<file path="src/design/pra_pkg.sv">
`timescale 1ns / 1ps

package pra_pkg;

    typedef enum logic [2:0] {
        ST_IDLE,
        ST_SCAN,
        ST_DECIDE,
        ST_MARK,
        ST_DONE
    } state_t;

    typedef logic [1:0] action_t;
    typedef logic [2:0] status_t;

    localparam action_t ACT_ALLOC = 2'd0;
    localparam action_t ACT_FREE  = 2'd1;
    localparam action_t ACT_COUNT = 2'd2;

    localparam status_t STAT_OK       = 3'd0;
    localparam status_t STAT_PRESENT  = 3'd1;
    localparam status_t STAT_NOFIT    = 3'd2;
    localparam status_t STAT_NOTFOUND = 3'd3;
    localparam status_t STAT_BAD      = 3'd4;

    localparam int OWNER_W = 8;
    localparam int COUNT_W = 6;
    localparam int FIRST_W = 5;

    localparam logic [COUNT_W-1:0] TOTAL_MAX = 6'd63;
    localparam logic [OWNER_W-1:0] OWNER_FREE = 8'd0;

endpackage

</file>
<file path="src/design/pra_page_ram.sv">
`timescale 1ns / 1ps

module pra_page_ram
    import pra_pkg::*;
#(
    parameter int DEPTH = 32,
    localparam int AW = $clog2(DEPTH)
)
(
    input  logic               clk,
    input  logic               rst_n,
    input  logic               wr_en,
    input  logic [AW-1:0]      wr_addr,
    input  logic [OWNER_W-1:0] wr_data,
    input  logic [AW-1:0]      rd_addr,
    output logic [OWNER_W-1:0] rd_data
);

    // Entries never written since reset read as free.
    logic [OWNER_W-1:0] mem [DEPTH];
    logic [DEPTH-1:0]   valid_reg;
    logic [OWNER_W-1:0] rd_data_reg;
    logic               rd_valid_reg;

    always_ff @(posedge clk)
    begin
        if (wr_en)
        begin
            mem[wr_addr] <= wr_data;
        end
        rd_data_reg <= mem[rd_addr];
    end

    always_ff @(posedge clk or negedge rst_n)
    begin
        if (!rst_n)
        begin
            valid_reg    <= '0;
            rd_valid_reg <= 1'b0;
        end
        else
        begin
            if (wr_en)
            begin
                valid_reg[wr_addr] <= 1'b1;
            end
            rd_valid_reg <= valid_reg[rd_addr];
        end
    end

    assign rd_data = rd_valid_reg ? rd_data_reg : OWNER_FREE;

endmodule

</file>
<file path="src/design/page_run_allocator.sv">
`timescale 1ns / 1ps
// A request with a bad owner, count or action skips the scan and returns a bad status.
// Other requests scan the whole owner memory through its single read port, and a granted
// allocate then marks its pages, one page per write.
// One request is in work at a time; the next is taken once the result is in the output register.
// Reset (rst_n, asynchronous, active low) frees every page at once and selects best fit.

module page_run_allocator
    import pra_pkg::*;
#(
    parameter int PAGE_COUNT = 32
)
(
    input  logic        clk,
    input  logic        rst_n,
    input  logic        cfg_wr_en,
    input  logic [0:0]  cfg_wr_data,   // fit_mode
    input  logic        s_tvalid,
    output logic        s_tready,
    input  logic [15:0] s_tdata,       // owner[7:0], page_request[13:8], zero[15:14]
    input  logic [1:0]  s_tuser,       // action[1:0]
    output logic        m_tvalid,
    input  logic        m_tready,
    output logic [15:0] m_tdata        // status[2:0], first_page[7:3], page_total[13:8], zero
);

    localparam int IDX_W = $clog2(PAGE_COUNT);
    localparam int LEN_W = $clog2(PAGE_COUNT + 1);
    localparam int CMP_W = (LEN_W > COUNT_W) ? LEN_W : COUNT_W;
    localparam logic [IDX_W-1:0] LAST_IDX = IDX_W'(PAGE_COUNT - 1);
    localparam logic [CMP_W-1:0] POOL_LEN = CMP_W'(PAGE_COUNT);

    state_t state_reg, state_next;

    logic                 fit_mode_reg;
    action_t              act_reg, act_next;
    logic [OWNER_W-1:0]   owner_reg, owner_next;
    logic [COUNT_W-1:0]   need_reg, need_next;
    logic [IDX_W-1:0]     idx_reg, idx_next;
    logic                 issue_done_reg, issue_done_next;
    logic                 d_vld_reg, d_vld_next;
    logic [IDX_W-1:0]     d_idx_reg, d_idx_next;
    logic [LEN_W-1:0]     cur_len_reg, cur_len_next;
    logic [IDX_W-1:0]     cur_start_reg, cur_start_next;
    logic                 present_reg, present_next;
    logic                 exact_reg, exact_next;
    logic                 have_reg, have_next;
    logic [LEN_W-1:0]     pick_len_reg, pick_len_next;
    logic [IDX_W-1:0]     pick_start_reg, pick_start_next;
    logic [COUNT_W-1:0]   tally_reg, tally_next;
    logic [IDX_W-1:0]     mark_idx_reg, mark_idx_next;
    logic [COUNT_W-1:0]   mark_left_reg, mark_left_next;
    status_t              res_status_reg, res_status_next;
    logic [FIRST_W-1:0]   res_first_reg, res_first_next;
    logic [COUNT_W-1:0]   res_total_reg, res_total_next;
    logic                 out_valid_reg, out_valid_next;
    status_t              out_status_reg, out_status_next;
    logic [FIRST_W-1:0]   out_first_reg, out_first_next;
    logic [COUNT_W-1:0]   out_total_reg, out_total_next;

    logic                 ram_wr_en;
    logic [IDX_W-1:0]     ram_wr_addr;
    logic [OWNER_W-1:0]   ram_wr_data;
    logic [IDX_W-1:0]     ram_rd_addr;
    logic [OWNER_W-1:0]   ram_rd_data;

    action_t              in_action;
    logic [OWNER_W-1:0]   in_owner;
    logic [COUNT_W-1:0]   in_need;
    logic                 in_bad;
    logic                 in_xfer;
    logic                 out_free;

    logic                 pg_free;
    logic                 run_end;
    logic [LEN_W-1:0]     end_len;
    logic [IDX_W-1:0]     end_start;
    logic [CMP_W-1:0]     end_len_c;
    logic [CMP_W-1:0]     need_c;
    logic                 better;
    logic                 pick_ok;

    assign in_action = s_tuser;
    assign in_owner  = s_tdata[7:0];
    assign in_need   = s_tdata[13:8];
    assign in_bad    = (in_action != ACT_ALLOC && in_action != ACT_FREE
                        && in_action != ACT_COUNT)
                     || (in_owner == OWNER_FREE && in_action != ACT_COUNT)
                     || (in_action == ACT_ALLOC
                         && (in_need == '0 || CMP_W'(in_need) > POOL_LEN));
    assign s_tready  = (state_reg == ST_IDLE);
    assign in_xfer   = s_tvalid && s_tready;
    assign out_free  = !out_valid_reg || m_tready;
    assign pick_ok   = exact_reg || have_reg;

    assign m_tvalid = out_valid_reg;
    assign m_tdata  = {2'b00, out_total_reg, out_first_reg, out_status_reg};

    pra_page_ram #(
        .DEPTH (PAGE_COUNT)
    ) u_ram (
        .clk     (clk),
        .rst_n   (rst_n),
        .wr_en   (ram_wr_en),
        .wr_addr (ram_wr_addr),
        .wr_data (ram_wr_data),
        .rd_addr (ram_rd_addr),
        .rd_data (ram_rd_data)
    );

    always_comb
    begin
        pg_free   = (ram_rd_data == OWNER_FREE);
        run_end   = 1'b0;
        end_len   = cur_len_reg;
        end_start = cur_start_reg;
        if (pg_free && d_idx_reg == LAST_IDX)
        begin
            run_end   = 1'b1;
            end_len   = cur_len_reg + LEN_W'(1);
            end_start = (cur_len_reg == '0) ? d_idx_reg : cur_start_reg;
        end
        else if (!pg_free && cur_len_reg != '0)
        begin
            run_end = 1'b1;
        end
        end_len_c = CMP_W'(end_len);
        need_c    = CMP_W'(need_reg);
        if (!have_reg)
        begin
            better = 1'b1;
        end
        else if (!fit_mode_reg)
        begin
            better = end_len < pick_len_reg;
        end
        else
        begin
            better = end_len > pick_len_reg;
        end
    end

    always_comb
    begin
        state_next = state_reg;
        case (state_reg)
            ST_IDLE:
            begin
                if (s_tvalid)
                begin
                    state_next = in_bad ? ST_DONE : ST_SCAN;
                end
            end
            ST_SCAN:
            begin
                if (d_vld_reg && d_idx_reg == LAST_IDX)
                begin
                    state_next = ST_DECIDE;
                end
            end
            ST_DECIDE:
            begin
                if (act_reg == ACT_ALLOC && !present_reg && pick_ok)
                begin
                    state_next = ST_MARK;
                end
                else
                begin
                    state_next = ST_DONE;
                end
            end
            ST_MARK:
            begin
                if (mark_left_reg == COUNT_W'(1))
                begin
                    state_next = ST_DONE;
                end
            end
            ST_DONE:
            begin
                if (out_free)
                begin
                    state_next = ST_IDLE;
                end
            end
            default:
            begin
                state_next = ST_IDLE;
            end
        endcase
    end

    always_comb
    begin
        act_next        = act_reg;
        owner_next      = owner_reg;
        need_next       = need_reg;
        idx_next        = idx_reg;
        issue_done_next = issue_done_reg;
        d_vld_next      = 1'b0;
        d_idx_next      = d_idx_reg;
        cur_len_next    = cur_len_reg;
        cur_start_next  = cur_start_reg;
        present_next    = present_reg;
        exact_next      = exact_reg;
        have_next       = have_reg;
        pick_len_next   = pick_len_reg;
        pick_start_next = pick_start_reg;
        tally_next      = tally_reg;
        mark_idx_next   = mark_idx_reg;
        mark_left_next  = mark_left_reg;
        res_status_next = res_status_reg;
        res_first_next  = res_first_reg;
        res_total_next  = res_total_reg;
        out_valid_next  = out_valid_reg && !m_tready;
        out_status_next = out_status_reg;
        out_first_next  = out_first_reg;
        out_total_next  = out_total_reg;
        ram_wr_en       = 1'b0;
        ram_wr_addr     = d_idx_reg;
        ram_wr_data     = OWNER_FREE;
        ram_rd_addr     = idx_reg;

        case (state_reg)
            ST_IDLE:
            begin
                if (in_xfer)
                begin
                    act_next        = in_action;
                    owner_next      = in_owner;
                    need_next       = in_need;
                    idx_next        = '0;
                    issue_done_next = 1'b0;
                    cur_len_next    = '0;
                    present_next    = 1'b0;
                    exact_next      = 1'b0;
                    have_next       = 1'b0;
                    tally_next      = '0;
                    res_status_next = STAT_BAD;
                    res_first_next  = '0;
                    res_total_next  = '0;
                end
            end
            ST_SCAN:
            begin
                if (!issue_done_reg)
                begin
                    d_vld_next = 1'b1;
                    d_idx_next = idx_reg;
                    if (idx_reg == LAST_IDX)
                    begin
                        issue_done_next = 1'b1;
                    end
                    else
                    begin
                        idx_next = idx_reg + IDX_W'(1);
                    end
                end
                if (d_vld_reg)
                begin
                    if (pg_free)
                    begin
                        cur_len_next = cur_len_reg + LEN_W'(1);
                        if (cur_len_reg == '0)
                        begin
                            cur_start_next = d_idx_reg;
                        end
                    end
                    else
                    begin
                        cur_len_next = '0;
                    end
                    case (act_reg)
                        ACT_ALLOC:
                        begin
                            if (ram_rd_data == owner_reg)
                            begin
                                present_next = 1'b1;
                            end
                            if (run_end && !exact_reg)
                            begin
                                if (end_len_c == need_c)
                                begin
                                    exact_next      = 1'b1;
                                    pick_start_next = end_start;
                                end
                                else if (end_len_c > need_c && better)
                                begin
                                    have_next       = 1'b1;
                                    pick_len_next   = end_len;
                                    pick_start_next = end_start;
                                end
                            end
                        end
                        ACT_FREE:
                        begin
                            if (ram_rd_data == owner_reg)
                            begin
                                ram_wr_en = 1'b1;
                                if (tally_reg != TOTAL_MAX)
                                begin
                                    tally_next = tally_reg + COUNT_W'(1);
                                end
                            end
                        end
                        default:
                        begin
                            if (pg_free && cur_len_reg == '0 && tally_reg != TOTAL_MAX)
                            begin
                                tally_next = tally_reg + COUNT_W'(1);
                            end
                        end
                    endcase
                end
            end
            ST_DECIDE:
            begin
                res_first_next = '0;
                res_total_next = '0;
                case (act_reg)
                    ACT_ALLOC:
                    begin
                        if (present_reg)
                        begin
                            res_status_next = STAT_PRESENT;
                        end
                        else if (pick_ok)
                        begin
                            mark_idx_next  = pick_start_reg;
                            mark_left_next = need_reg;
                        end
                        else
                        begin
                            res_status_next = STAT_NOFIT;
                        end
                    end
                    ACT_FREE:
                    begin
                        res_status_next = (tally_reg == '0) ? STAT_NOTFOUND : STAT_OK;
                        res_total_next  = tally_reg;
                    end
                    default:
                    begin
                        res_status_next = STAT_OK;
                        res_total_next  = tally_reg;
                    end
                endcase
            end
            ST_MARK:
            begin
                ram_wr_en      = 1'b1;
                ram_wr_addr    = mark_idx_reg;
                ram_wr_data    = owner_reg;
                mark_idx_next  = mark_idx_reg + IDX_W'(1);
                mark_left_next = mark_left_reg - COUNT_W'(1);
                if (mark_left_reg == COUNT_W'(1))
                begin
                    res_status_next = STAT_OK;
                    res_first_next  = FIRST_W'(pick_start_reg);
                    res_total_next  = need_reg;
                end
            end
            ST_DONE:
            begin
                if (out_free)
                begin
                    out_valid_next  = 1'b1;
                    out_status_next = res_status_reg;
                    out_first_next  = res_first_reg;
                    out_total_next  = res_total_reg;
                end
            end
            default:
            begin
                d_vld_next = 1'b0;
            end
        endcase
    end

    always_ff @(posedge clk or negedge rst_n)
    begin
        if (!rst_n)
        begin
            state_reg      <= ST_IDLE;
            fit_mode_reg   <= 1'b0;
            issue_done_reg <= 1'b0;
            d_vld_reg      <= 1'b0;
            out_valid_reg  <= 1'b0;
        end
        else
        begin
            state_reg      <= state_next;
            issue_done_reg <= issue_done_next;
            d_vld_reg      <= d_vld_next;
            out_valid_reg  <= out_valid_next;
            if (cfg_wr_en)
            begin
                fit_mode_reg <= cfg_wr_data[0];
            end
        end
    end

    always_ff @(posedge clk)
    begin
        act_reg        <= act_next;
        owner_reg      <= owner_next;
        need_reg       <= need_next;
        idx_reg        <= idx_next;
        d_idx_reg      <= d_idx_next;
        cur_len_reg    <= cur_len_next;
        cur_start_reg  <= cur_start_next;
        present_reg    <= present_next;
        exact_reg      <= exact_next;
        have_reg       <= have_next;
        pick_len_reg   <= pick_len_next;
        pick_start_reg <= pick_start_next;
        tally_reg      <= tally_next;
        mark_idx_reg   <= mark_idx_next;
        mark_left_reg  <= mark_left_next;
        res_status_reg <= res_status_next;
        res_first_reg  <= res_first_next;
        res_total_reg  <= res_total_next;
        out_status_reg <= out_status_next;
        out_first_reg  <= out_first_next;
        out_total_reg  <= out_total_next;
    end

    a_mark_in_pool: assert property (@(posedge clk) disable iff (!rst_n)
        state_reg == ST_MARK |-> int'(mark_idx_reg) + int'(mark_left_reg) <= PAGE_COUNT)
        else $error("page marking runs past the end of the pool");

    a_mark_needs_run: assert property (@(posedge clk) disable iff (!rst_n)
        state_reg == ST_MARK |-> act_reg == ACT_ALLOC && !present_reg && pick_ok)
        else $error("pages marked without a chosen free run");

    a_load_from_done: assert property (@(posedge clk) disable iff (!rst_n)
        !$past(out_valid_reg) && out_valid_reg |-> $past(state_reg) == ST_DONE)
        else $error("result loaded outside the completion state");

    a_data_in_scan: assert property (@(posedge clk) disable iff (!rst_n)
        d_vld_reg |-> state_reg == ST_SCAN)
        else $error("read data returned outside a scan");

    a_grant_total: assert property (@(posedge clk) disable iff (!rst_n)
        state_reg == ST_MARK && mark_left_reg == COUNT_W'(1)
        |=> res_status_reg == STAT_OK && res_total_reg == need_reg)
        else $error("granted page total differs from the request");

endmodule
</file>
<file path="config.mk">
export PLATFORM = sky130hd
export DESIGN_NAME = page_run_allocator
export DESIGN_NICKNAME = d
export VERILOG_FILES = /design/src/design/pra_pkg.sv /design/src/design/pra_page_ram.sv /design/src/design/page_run_allocator.sv
export SDC_FILE = /design/constraint.sdc
export NUM_CORES = 1
export LEC_CHECK = 0
export ABC_CLOCK_PERIOD_IN_PS = 4600
export BUFFER_PORTS_ARGS = -buffer_cell sky130_fd_sc_hd__buf_2
export CAP_MARGIN = 20
export CELL_PAD_IN_SITES_DETAIL_PLACEMENT = 0
export CELL_PAD_IN_SITES_GLOBAL_PLACEMENT = 1
export CORE_ASPECT_RATIO = 1.5
export CORE_MARGIN = 2
export CORE_UTILIZATION = 50
export DETAILED_ROUTE_END_ITERATION = 8
export PLACE_DENSITY = 0.8
export SLEW_MARGIN = 40
export SYNTH_ARGS = -nofsm -noshare
export SYNTH_HDL_FRONTEND = slang
export SYNTH_HIERARCHICAL = 1
export SYNTH_SLANG_ARGS = --single-unit
</file>
<file path="constraint.sdc">
create_clock -name clk -period 4.6 [get_ports clk]
set_input_delay 0.69 -clock clk [delete_from_list [all_inputs] [get_ports clk]]
set_output_delay 0.69 -clock clk [all_outputs]
set_load 0.02 [all_outputs]
</file>
==> impl.org <==
** Status
- Outcome :: completed

** Synthesis
- In this run the mean area of a mapped cell was 17.8 sq um.
- The share of the Yosys chip area taken by registers is 71.8%.
- The Yosys step of the flow raised 6 warnings.
- Synth cell types :: 47
- Combined area of all synthesized cells :: 16300 sq um
- Flops & latches, synth :: 400
- Post-synth EDFFs :: 352
- Primary FF master, synth :: edfxtp_1
- For this run, asynchronously set or reset flops after synthesis account for 10.0%.
- Number of instances in the synthesized netlist :: 915

** Setup path
- For this run, the slowest stage of the critical path takes 0.43 ns.
- Critical path launch point type :: flip-flop
- Required @ worst endpoint :: 4.85 ns
- Highest net fanout along the worst path :: 9
- The signal on the critical path passes through and2_1, nor4_1, nand4_1, buf_4, inv_1, nand2_1, xnor2_1, ha_1, nand4_1, a21oi_1, a211o_1, nand3_1, o31ai_1, buf_4.
- The setup path with the least slack is of type reg -> reg.
- STA classifies the critical path endpoint as a flip-flop.
- Data on the critical path arrives at its endpoint at 3.68 ns.
- Setup slack, reg-to-reg :: 1.17 ns
- For this design, the slowest cell found on the critical path is dfrtp_1.
- R2r worst-path depth :: 14

** Cells and area
- Share of final-layout standard cells stronger than drive strength 1 :: 27.4%
- Max reg flops :: 256
- Area of the multi-input gates :: 4340 sq um
- In the final layout, flip-flops and latches occupy 11700 sq um.
- Relative to the synthesized area, the layout overhead comes to 12.4%.
- The final layout contains 1047 nets.
- Count of fill cells added during filler insertion :: 2482
- 0 antenna diodes ended up in the layout.

** Detailed routing
- The routed layout has 8159 vias.
- The count of nets left with antenna violations once routing finished came out at 0.
- For this run, the detailed router's first-pass iteration total came to 4.
- Dividing the detail-routed via count by the number of cells gives 5.65.
- For this block, the initial DRC count from the detailed router was 611.
- Top Metal Used :: met4
- After detailed routing, the met2 layer carries 17600 um of wire.
- WL met1 :: 11700 um
- The routed design has 31900 um of wire.
- Detailed-routed wire length on met3 :: 1070 um
- Routed WL per cell :: 22.1 um
- Number of remaining DRC errors :: 0

** Clocking
- Clock net sink count :: 400
- The clock reaches the later pin of the worst-skew pair after 0.54 ns.
- The clock passes through at most 3 buffers.
- Clock-pin slew was measured on the worst setup and hold paths at 0.07 ns.
- Buffers inserted by post-CTS timing repair :: 0
- Clock Root Buffer :: clkbuf_16
- H-tree depth reported by CTS :: 2
- TritonCTS built the clock tree.
- Once the clock tree was built, the resizer swapped 0 gates to a different size.
- Buffers inserted during clock tree synthesis total 36.
- For this design, the CTS-stage hold fixing added 0 buffers.

** STA
- Setup violations remaining at the end of the flow were counted as 0.
- For the pin with the worst max-slew slack, the measured transition is 0.759 ns.
- Achievable clock frequency :: 291 MHz
- Worst slew slack as a fraction of its limit :: 49.0%
- Hold Vio Cnt, Final :: 0
- The final number of max-transition violations is 0.
- Setup slack closes at 1.17 ns.
- RSZ-0062 raised after global routing :: false
- Period utilisation layout :: 74.7%
- Min Tclk post-route :: 3.43 ns
- Total negative slack :: 0 ns
- Across the routed clock network, the largest skew measured is 0.0135 ns.

** Flow run
- Max-cap violations in this run came to 0.

** Floorplan
- FP Rows :: 81
- X dimension of the die :: 152 um
- 42 I/O pins were placed.
- After floorplanning, the core was sized to cover 32400 sq um.
- The floorplan step set the die height to 225 um.
- Floorplan die area :: 34200 sq um
- The initial utilization of the core area, before any placement, comes to 50.4%.

** Placement
- Detailed placement ended at an HPWL of 21500 um.
- Input and output buffers added on the ports amount to 37.
- Routability-driven placement finished with a final weighted congestion of 0.873.
- Pre-CTS worst setup slack :: 1.14 ns

** GRT
- The first global-routing pass estimated 49200 um of wire.
- The number of antenna violations at the first check in global routing came to 0.
- Gr ovfl total :: 0
- The number of global-route vias before repair is 8544.
- Entering global routing, the biggest net connects 77 pins.
- GRT Util Overall :: 19.6%

** Pwr
- In this run the power density over the cells is 586 nW/um^2.
- The worst-case IR drop observed on VDD is 0.000360 V.
- Standby leakage power :: 6.56 nW
- The design draws 0.0107 W.

** Min path
- Class of the worst hold path :: in -> async
==> logic make-up (layout without fill, tap and decap cells) <==
group           after synthesis  in the layout  synth area share [%]
compound gates               54             54                  2.20
xor+xnor                     30             30                  1.61
fa+ha+maj                    21             21                  1.61
buf+inv                      61            174                  1.70
flops                       400            400                  71.8
mux                         107            107                  13.6
other cells                   1              2                0.0230
simple gates                241            241                  7.44
==> path summary, 6_finish.rpt <==
kind / start / end
min: rst_n / u_ram/valid_reg[29]$_DFFE_PN0P_
min in group clk: s_tdata[2] / owner_reg[2]$_DFFE_PP_
max in group asynchronous: rst_n / fit_mode_reg$_DFFE_PN0P_
min reg2reg: res_total_reg[0]$_DFFE_PP_ / out_total_reg[0]$_DFFE_PP_
max: u_ram/rd_valid_reg$_DFF_PN0_ / pick_start_reg[2]$_DFFE_PP_
max reg2reg: u_ram/rd_valid_reg$_DFF_PN0_ / pick_start_reg[2]$_DFFE_PP_
==> report_power, final <==
group / switching, W / internal (W) / leakage, nW
Sequential: 0.000279 / 0.00462 / 3.88
Combinational: 0.00168 / 0.00137 / 2.15
Clock: 0.00126 / 0.00155 / 0.531
==> routing by layer <==
metal,GRT usage [%],vias to the layer above
met1,22.1,4178
met4,9.44,0
li1,-,3736
met2,36.3,177
met3,2.45,68
met5,0,-
==> synth_stat cells (11+ instances only) <==
cell type | n | area (sq um)
and3_1 | 18 | 113
mux4_2 | 90 | 2030
mux2_2 | 16 | 180
dfrtp_1 | 40 | 1000
clkbuf_1 | 14 | 52.6
and2_1 | 14 | 87.6
edfxtp_1 | 352 | 10600
inv_1 | 27 | 101
xnor2_1 | 17 | 149
ha_1 | 21 | 263
a21oi_1 | 13 | 65.1
buf_4 | 11 | 82.6
nand2_1 | 59 | 221
nand3_1 | 15 | 75.1
xor2_1 | 13 | 114
or2_2 | 29 | 181
nor2_1 | 61 | 229
o21ai_0 | 20 | 100
==> worst max-delay path: cells and delay by family, from the launching register on <==
kind                       cells  cell delay (ns)
DFF                            1             0.43
adders and majority gates      1             0.30
and+or+nand+nor                6             1.10
xor gates and xnor gates       1             0.18
buffers and inverters          3             0.57
AOI/OAI and AO/OA              3             0.57
==> final cells by class <==
cell class,instances,share of cell area (%)
Multi-Input combinational cell,455,23.7
Tap cell,415,2.83
Clock buffer,53,5.31
Timing Repair Buffer,82,3.04
Clock inverter,12,0.695
Sequential cell,400,63.9
Inverter,27,0.552
==> layout by cell type (no fill, tap or decap), types with 17 or more instances in the layout <==
master	count
buf_2	36
buf_4	43
clkbuf_16	36
dfrtp_1	40
edfxtp_1	352
ha_1	21
inv_1	27
mux4_2	90
nand2_1	59
nor2_1	61
o21ai_0	19
or2_2	29
xnor2_1	17
==> through the flow <==
| step | instance area [sq um] | cells | hold slack, ns | utilization [%] |
|---|---|---|---|---|
| 2_1_floorplan | 16300 | 916 | 0.394 | - |
| 3_3_place_gp | 17200 | 1378 | 0.401 | 53.1 |
| 3_5_place_dp | 17300 | 1379 | 0.405 | 53.2 |
| 4_1_cts | 18400 | 1444 | 0.172 | 56.6 |
| 5_1_grt | 18400 | 1444 | 0.199 | 56.6 |
| 6_report | 18400 | 1444 | 0.167 | 56.6 |
No activity file was read; power rests on OpenSTA's default activity.
